--- src/hdl/wpc_pkg.sv ---
// ----------------------------------------------------------------------------
// wpc_pkg
// Shared types, sizes and helpers for the windowed profile counter bank.
// ----------------------------------------------------------------------------
package wpc_pkg;

   localparam int NUM_COUNTERS  = 32;
   localparam int WINDOW_SLICES = 61;
   localparam int SLICE_DEPTH   = NUM_COUNTERS * WINDOW_SLICES;

   localparam int SLICE_AW  = $clog2(SLICE_DEPTH);
   localparam int CNT_IDX_W = $clog2(NUM_COUNTERS);
   localparam int PTR_W     = $clog2(WINDOW_SLICES);
   localparam int USE_W     = 6;
   localparam int OP_W      = 2;
   localparam int TS_W      = 64;
   localparam int CNT_W     = 32;
   localparam int DEPTH_W   = 8;

   localparam logic [DEPTH_W-1:0] DEPTH_MAX = '1;

   typedef enum logic [OP_W-1:0] {
      OP_PULSE = 2'd0,
      OP_ENTER = 2'd1,
      OP_EXIT  = 2'd2,
      OP_NOP   = 2'd3
   } op_type;

   typedef enum logic [2:0] {
      ST_CLEAR,
      ST_IDLE,
      ST_RMW,
      ST_PULSE_RD,
      ST_PULSE_WR
   } state_type;

   typedef struct packed {
      logic [TS_W-1:0]  elapsed;
      logic [CNT_W-1:0] entries;
   } slice_word_type;

   typedef struct packed {
      logic [TS_W-1:0]    total_elapsed;
      logic [CNT_W-1:0]   total_entries;
      logic [DEPTH_W-1:0] depth;
   } total_word_type;

   typedef struct packed {
      logic                rd_en;
      logic [SLICE_AW-1:0] rd_addr_a;
      logic [SLICE_AW-1:0] rd_addr_b;
      logic                wr_en;
      logic [SLICE_AW-1:0] wr_addr;
      slice_word_type      wr_data;
   } slice_cmd_type;

   typedef struct packed {
      logic                 rd_en;
      logic [CNT_IDX_W-1:0] rd_addr;
      logic                 wr_en;
      logic [CNT_IDX_W-1:0] wr_addr;
      total_word_type       wr_data;
   } total_cmd_type;

   // flat slice address of one counter's slice in the ring
   function automatic logic [SLICE_AW-1:0] slice_addr(input logic [CNT_IDX_W-1:0] idx,
                                                      input logic [PTR_W-1:0] ptr);
      slice_addr = SLICE_AW'(idx) * SLICE_AW'(WINDOW_SLICES) + SLICE_AW'(ptr);
   endfunction

endpackage

--- src/hdl/wpc_total_mem.sv ---
// ----------------------------------------------------------------------------
// wpc_total_mem
// Per-counter running totals and nesting depth, one read and one write port.
// ----------------------------------------------------------------------------
module wpc_total_mem (
   input  logic                    clock,
   input  wpc_pkg::total_cmd_type  cmd,
   output wpc_pkg::total_word_type rd_data
);
   import wpc_pkg::*;

   total_word_type mem [NUM_COUNTERS];
   total_word_type rd_ff;

   always_ff @(posedge clock) begin
      if (cmd.wr_en) begin
         mem[cmd.wr_addr] <= cmd.wr_data;
      end
      if (cmd.rd_en) begin
         rd_ff <= mem[cmd.rd_addr];
      end
   end

   assign rd_data = rd_ff;

endmodule

--- config.mk ---
export PLATFORM = sky130hd
export DESIGN_NAME = wpc_total_mem
export DESIGN_NICKNAME = d
export VERILOG_FILES = /design/src/hdl/wpc_pkg.sv /design/src/hdl/wpc_total_mem.sv
export SDC_FILE = /design/constraint.sdc
export NUM_CORES = 2
export LEC_CHECK = 0
export BUFFER_PORTS_ARGS = -buffer_cell sky130_fd_sc_hd__buf_2
export CAP_MARGIN = 20
export CORE_MARGIN = 2
export CORE_UTILIZATION = 50
export CTS_CLUSTER_SIZE = 10
export DETAILED_ROUTE_END_ITERATION = 7
export GPL_TIMING_DRIVEN = 0
export PLACE_DENSITY_LB_ADDON = 0.1
export SLEW_MARGIN = 20
export SYNTH_ARGS = -nofsm -noshare
export SYNTH_HDL_FRONTEND = slang
export SYNTH_SLANG_ARGS = --single-unit
--- constraint.sdc ---
create_clock -name clock -period 16.4 [get_ports clock]
set_input_delay 2.46 -clock clock [delete_from_list [all_inputs] [get_ports clock]]
set_output_delay 2.46 -clock clock [all_outputs]
set_load 0.03 [all_outputs]
==> impl_metrics.toml <==
[status]
status = "completed"

[setup_path]
slowest_stage = "buf_2"
crit_type = "in -> reg"
critPathLaunchType = "input pin"
critPathMaxFanout = 10
required_ps = 17190
endpoint_kind = "flip-flop"
max_stage_delay_ps = 760
worstPathCellList = "buf_2 > buf_2 > nor2b_1 > buf_2 > and2_1 > clkbuf_1 > buf_2 > a22oi_1 > nand3_1"
worstPathArrival_ps = 6090
crit_top_cell = "buf_2"

[sta]
hold_viol = 0
post-route-period-util = 0.3229
finalSetupTns_ps = 0
tightestPinTransition_ps = 1217
max_freq_mhz = 188.8
fin_skew_ps = 42.33
setup_viol = 0
maxSlewHeadroom = 0.1842
slew_viol_final = 0
rsz0062_at_grt = "false"
period_needed_ps = 5296

[layout]
drive_gt1_frac = 0.2210
multi_input_area_um2 = 24880
final_cells = 10326
num-nets-final = 6992
stdcell_area_um2 = 150400
synthToLayoutAreaGrowth_pct = 16.15
seqCellArea_um2 = 103100
num-fill-cells = 18436

[synthesis]
synth_edf_count = 3432
synthTopCellsByArea = "edfxtp_1 (80%), mux4_2 (7.5%), mux2i_1 (6.2%), a22oi_1 (3.1%), nand3_1 (0.81%)"
avgSynthCellArea_um2 = 21.44
yosys.cell_types.count = 29
synth_seq_area_share = 0.7959
synth_commonest_cells = "edfxtp_1 (3432), mux2i_1 (804), a22oi_1 (540)"
syn_area_um2 = 129500
netlist_instances = 6040
synth_async_sr_flop_share = 0
yosysMostFrequentCell = "edfxtp_1"
syn_nets = 6157
synthFlopType = "edfxtp_1"
synth_top_area_share = 0.7959
yosys_register_bits = 3432
yosys_warnings = 0
yosys.area.top_type = "edfxtp_1"

[cts]
cts_setup_buffers = 0
clk_latency_ps = 960
clockBufferDepth = 4
cts.repair.resized = 0
cts.sinks = 3432
hold_buffers = 0
htree_levels = 5
cts_inserted_buffers = 399
clock-root-buffer = "clkbuf_16"
cts_tree = "yes"
cts.reportedPaths.clkPinSlew_ps = 50

[detailed_routing]
dr.pass1.iters = 5
drt_iter0_drc = 7220
vias_per_cell = 6.231
num_vias = 64344
avgRoutedWirePerCell_um = 34.23
wl_um = 353400
ant_nets = 0
drcViolationCount = 0

[grt]
grt_pass1_wl_um = 496200
grt_overflow = 0
gr-usage-all-layers = 0.2684
grt_pass1_vias = 65087
grt_max_degree = 55
antenna_found_initial = 24

[power_and_ir_drop]
irDropWorstVdd_uv = 123.0
p_seq_frac = 0.537
leakagePower_nw = 49.45
power_density_nw_per_um2 = 121.7
internal_power_w = 0.01445
p_comb_frac = 0.054
power_frac_clock = 0.409
p_sw_w = 0.003852
sw_frac_of_total = 0.2105

[floorplan]
fp.dieH_um = 512.9
design.die.area_um2 = 263100
boundaryPins = 221
placeableCoreArea_um2 = 257200
die_w_um = 512.9
rows = 186
start_util = 0.5035

[min_path]
hp-class = "reg -> reg"

[job]
drv_cap = 0

[placed_design]
routabilityCongestion = 0.7682
portBuffers = 217
placed_area_um2 = 140000
place_inst = 9858
post-dp-hpwl_um = 240800
stage by stage:
step / power, W / util / hold slack, ps / setup WS, ps
after floorplan: 0.01052 / - / 651.9 / 8383
after global placement: 0.01097 / 0.5242 / 739.5 / 1341
after detailed placement: 0.01100 / 0.5443 / 767.7 / 10180
after CTS: 0.01843 / 0.5847 / 788.0 / 11170
after global routing: 0.01881 / 0.5847 / 822.0 / 11210
final: 0.01830 / 0.5848 / 784.8 / 11100
final timing paths:
check | from | endpoint | slack [ps] | depth (start not counted)
worst min-delay path | mem[26][82] | rd_data[82] | 780 | 3
worst max-delay path | cmd[113] | rd_data[97] | 11100 | 9
worst min register to register | mem[26][82] | rd_data[82] | 780 | 3
worst max register to register | mem[10][2] | rd_data[2] | 14100 | 4
routing by layer:
metal | up-vias | wire [µm] | track usage
met3 | 521 | 22270 | 0.03753
met2 | 2535 | 180900 | 0.4600
li1 | 26960 | - | -
met5 | - | 36 | 0
met4 | 6 | 10010 | 0.08057
met1 | 34322 | 140200 | 0.3584
registers in the layout, indices dropped and copies added, names as in the netlist:
register	flops
mem	3328
rd_data	104
cells in the final DEF (no fill, tap or decap), types with 2 or more instances in the layout:
cell type,netlist,routed
nor2b_1,19,18
mux4_2,430,430
buf_4,56,56
clkbuf_16,0,405
clkinv_4,0,2
mux2i_1,804,804
clkinv_1,0,9
and2_1,11,11
nand2_1,16,16
buf_16,0,74
and3_1,2,2
nand4_1,48,48
clkbuf_2,1,9
buf_6,16,16
nor3_2,1,2
nand3b_1,5,5
buf_12,0,143
a22oi_1,540,540
inv_6,0,7
or3b_2,2,2
nand3_1,210,210
a31oi_1,56,56
nor2_4,0,33
nor2_1,39,6
edfxtp_1,3432,3432
clkbuf_1,126,149
a22o_1,56,56
a2bb2oi_1,14,14
and2_0,2,2
buf_1,16,16
diode_2,0,13
buf_2,132,348
cell type report:
type / instances / share of cell area
Sequential cell: 3432 / 0.6853
Multi-Input combinational cell: 2261 / 0.1654
Clock buffer: 436 / 0.06816
Timing Repair Buffer: 434 / 0.03987
Tap cell: 3384 / 0.02815
Buffer: 347 / 0.01203
Clock inverter: 19 / 0.0008819
Antenna cell: 13 / 0.0002163
critical path: cells and delay by family:
kind | cells | cell delay [ps]
AOI/OAI and AO/OA | 1 | 440
buffers and inverters | 5 | 2500
and+or+nand+nor | 3 | 650
logic make-up (layout without fill, tap and decap cells):
family                 count (synthesis)  in the layout  share of synthesized area
flip-flops                          3432           3432                     0.7959
multiplexers                        1234           1234                     0.1369
AO/OA/AOI/OAI                        666            666                    0.03875
AND/OR/NAND/NOR                      361            361                    0.01448
buffers and inverters                347           1236                    0.01390
other                                  0             13                          0
power by group through the flow:
stage	Clock, W	Combinational (W)	Sequential, W
finish	0.00749	0.000983	0.00983
global route	0.00795	0.00104	0.00983
CTS	0.00761	0.000994	0.00983
detailed placement	0	0.000991	0.0100
global placement	0	0.000942	0.0100
floorplan	0	0.000455	0.0101
No activity file was read; power rests on OpenSTA's default activity.
